===== src/sv/kcs_ram.sv =====
// Generic single-write, single-read RAM with registered read data.
module kcs_ram #(
  parameter int WIDTH = 32,
  parameter int DEPTH = 64,
  localparam int AW = $clog2(DEPTH)
) (
  input  logic             clk,
  input  logic             we,
  input  logic [AW-1:0]    waddr,
  input  logic [WIDTH-1:0] wdata,
  input  logic [AW-1:0]    raddr,
  output logic [WIDTH-1:0] rdata
);

  logic [WIDTH-1:0] mem [DEPTH];

  always_ff @(posedge clk) begin
    if (we) begin
      mem[waddr] <= wdata;
    end
    rdata <= mem[raddr];
  end

endmodule


===== config.mk =====
export PLATFORM = sky130hd
export DESIGN_NAME = kcs_ram
export DESIGN_NICKNAME = d
export VERILOG_FILES = /design/src/sv/kcs_ram.sv
export SDC_FILE = /design/constraint.sdc
export NUM_CORES = 2
export LEC_CHECK = 0
export BUFFER_PORTS_ARGS = -buffer_cell sky130_fd_sc_hd__clkbuf_2
export CORE_ASPECT_RATIO = 0.6
export CORE_MARGIN = 2
export CORE_UTILIZATION = 63
export DETAILED_ROUTE_END_ITERATION = 7
export GPL_ROUTABILITY_DRIVEN = 0
export PLACE_DENSITY_LB_ADDON = 0.2
export SYNTH_ARGS = -nofsm -noshare
export SYNTH_HDL_FRONTEND = slang
export SYNTH_SLANG_ARGS = --single-unit

===== constraint.sdc =====
create_clock -name clk -period 4 [get_ports clk]
set_clock_uncertainty 0.2 [all_clocks]
set_input_delay 0.2 -clock clk [delete_from_list [all_inputs] [get_ports clk]]
set_output_delay 0.2 -clock clk [all_outputs]
set_load 0.1 [all_outputs]

== Yosys cells after proc, flatten, opt, wreduce, memory -nomap -nowiden ==
Memory sizes are Yosys's and may differ from the RTL's. A register that Yosys moved wholly into a read port is not among the register bits.
Index checks and enable logic that the tools add are counted.
Cells by class
  bitwise operators: 0
  reductions and logical operators: 0
  muxes and demuxes: 2
  div/mod/pow operators: 0
  $lt $le $gt $ge: 0
  shifts and indexed selects: 0
  multipliers: 0
  add/subtract/negate cells: 0
  eq/ne operators: 0
Operators by type and width (number)
  1-bit 2-to-1 mux: 2
Storage, ports and cells
  ROM bits: 0
  bits in registers: 0
  memories kept: 1
  bits in writable memories: 2048
  logic and storage cells: 3
  latch bits: 0
  output and inout bits: 32
  input port bits: 46
Memories
  mem: words 64, width 32, read ports 1, clocked after Yosys merged registers in 1, wr ports 1, RTL line 15  | logic [WIDTH-1:0] mem [DEPTH];

== Longest topological paths before layout ==
  word-level depth: 2
  depth in mapped cells: 10
  mapped depth without buffers: 5

== Worst setup path before layout ==
Ideal clock, no wire load.
  path type: in2reg
  start: in waddr[3]
  end: mem mem[48][0] (enable)
  buffers on the path: 1
  stages: 4
  library setup time: 0.461 ns
  path slack: 0.440 ns
  arrival time: 2.899 ns
  cells stage by stage: clkbuf_1 > nor2b_1 > nand4b_1 > nor3_1
RTL lines
  from (decl): RTL line 9  | input logic [AW-1:0] waddr,
  to (decl): RTL line 15
Straight into the memory's write port.

==> impl_results.md <==
* Total wire length at 200000 um
* WL/cell at 37.3 um
* Clock Latency Late Sink at 0.81 ns
* Lkg Pwr at 27.4 nW
* Site Rows at 100
* Remaining antenna violation count at 0
* Final worst path period share at 0.834
* Synth-to-Final Area Change at 11.9%
* Synth top area cells: edfxtp_1 78%, mux4_2 16%, mux2i_1 1.2%
* Dpl hpwl at 110000 um
* Post-CTS Setup Inserts at 0
* Mean post-synth cell area at 23.6 sq um
* Final Cell Area at 87900 sq um
* Initial Util at 0.634
* Overall routing resource usage at 0.323
* Critical path arrival at 3.76 ns
* Die ar. at 128000 sq um
* CP Launch Type: input port
* Max Clock Freq at 300 MHz
* First-pass GRT wire length at 285000 um
* PortBufs at 77
* Root Buffer: clkbuf_16
* Synth Flop Type: edfxtp_1
* Ys Warns at 0
* Fraction of layout instances using a drive strength above 1 at 0.295
* Worst-Margin Slew at 1.37 ns
* Initial antenna violation count at 13
* Fillers at 7034
* Max_slew headroom at 0.0864
* IO Pins at 78
* Synthesized Nets at 3370
* Post-placement cell area at 82300 sq um
* Seq cells post-synth at 2080
* Sink Count at 2080
* Drt via density at 7.10
* Max-slew violations at 0
* Worst hold slack at 0.0448 ns
* Tightest Hold Check Type: input port to register
* Required @ worst endpoint at 4.43 ns
* Vias in the first global route at 38300
* Synth unique cells at 34
* Tmin final at 3.34 ns
* Largest net degree at the start of global routing at 77
* Status: completed
* Storage element area at 62100 sq um
* Worst-path fanout max at 76
* Overall overflow remaining after global route at 0
* Clock buffer depth at 3
* Async SR Flop Fraction at 0
* Synth Instances at 3324
* Seq/Total Area, Yosys at 0.791
* Num CTS Buffers at 174
* Power per cell area at 488 nW/um^2
* Footprint of the multi-input gates at 16000 sq um
* Number of synthesized flops with an enable pin at 2048
* Setup TNS at 0 ns
* Post-Syn Area at 78500 sq um
* Final Setup Violations at 0
* Drt first-iter violations at 6315
* Total power at 0.0429 W
* First-pass DRT Iterations at 6
* Placeable Area at 124000 sq um
* Worst-path clk slew at 0.07 ns
* Nets at 3655
* Die width at 460 um
* Die height at 277 um
* CP endpoint kind: register
* Max Cap Viol at 0
* CTS tree: done
* Max VDD drop at 0.485 mV
* Kind of critical path: input port to register
* RSZ-0062 raised after global routing: false
* Yosys top cell area share at 0.783
* Final Hold Viols at 0
* Remaining DRCs at 0
* Synth area leader: edfxtp_1
* H-Tree Depth at 4
* Vias at 38200
-- power by group --
group	switching (W)	leakage, nW	internal, W
registers	0.0000979	18.7	0.0241
logic	0.00177	6.18	0.000863
clock network	0.00751	2.55	0.00853
-- worst max-delay path: stages --
cell	delay (ns)
buf_8	0.56
buf_4	0.50
buf_4	0.29
and2_1	0.45
a22oi_1	0.17
and3_1	0.26
o32ai_1	1.02
nor3_1	0.11
-- area by class of cell --
cell class	count	area share
Multi-Input combinational cell	1062	0.182
Clock buffer	231	0.0540
Antenna cell	3	0.0000854
Clock inverter	83	0.00564
Tap cell	1632	0.0232
Sequential cell	2080	0.707
Timing Repair Buffer	291	0.0281
-- stage by stage --
step	std cells	utilization	setup WS, ns
final	5382	0.709	0.663
after CTS	5377	0.709	0.978
after detailed placement	5037	0.665	0.150
after global routing	5380	0.709	0.649
after global placement	5037	0.665	0.240
after floorplan	3324	-	0.440
-- synthesized netlist by cell type (all sizes together) (3+ instances only) --
cell / count
nand2: 26
a22oi: 12
nor3: 7
nand3b: 5
or3: 3
a21oi: 62
nand2b: 8
or3b: 5
o22ai: 84
nor2: 137
o221ai: 27
buf: 108
or2: 3
clkbuf: 74
dfxtp: 32
mux2i: 93
a311oi: 8
nand3: 5
mux4: 544
nor2b: 15
o32ai: 4
a41o: 4
edfxtp: 2048
and3: 4
-- logic make-up (layout without fill, tap and decap cells) --
| kind of cell | Yosys count | after routing | share of synthesized area |
|---|---|---|---|
| DFF | 2080 | 2080 | 0.791 |
| muxes | 637 | 637 | 0.168 |
| and+or+nand+nor | 223 | 223 | 0.0127 |
| AOI/OAI and AO/OA | 202 | 202 | 0.0167 |
| buffers and inverters | 182 | 605 | 0.0113 |
| other | 0 | 3 | 0 |
-- metal layers --
layer | routed length (um) | track usage | share of wire | vias to the layer above
li1 | - | - | - | 14800
met1 | 74600 | 0.491 | 0.37 | 20200
met2 | 91600 | 0.471 | 0.46 | 2877
met3 | 28700 | 0.0839 | 0.14 | 290
met4 | 5510 | 0.0966 | 0.027 | 0
met5 | 0 | 0 | 0 | -
-- registers in the layout (all words and copies together) (netlist names) --
signal / flops
mem: 2048
rdata: 32
-- layout by cell type, fill, tap and decap left out, drive strengths merged --
cell            n
a21oi          62
a22oi          12
a311oi          8
a31oi           1
a41o            4
and2            2
and3            4
buf           191
bufinv          3
clkbuf        304
clkinv         71
clkinvlp        6
dfxtp          32
diode           3
dlygate4sd3    27
edfxtp       2048
inv             3
mux2i          93
mux4          544
nand2          26
nand2b          8
nand3           5
nand3b          5
nand4           2
nand4b          1
nor2          137
nor2b          15
nor3            7
o221ai         27
o22ai          84
o32ai           4
or2             3
or3             3
or3b            5
-- what timing repair did --
action / CTS / global route
resized for setup: 0 / 0
hold endpoints to repair: 1346 / 26
hold buffers: 26 / 1
-- path summary, 6_finish.rpt --
kind / start / endpoint / cells after the start / slack [ns]
max: raddr[1] / rdata[17] / 8 / 0.66
min: waddr[1] / mem[48][8] / 3 / 0.04
max reg2reg: mem[43][23] / rdata[23] / 4 / 1.24
min reg2reg: mem[28][20] / rdata[20] / 4 / 0.55
Note: power is estimated with default switching activity, not from simulation.
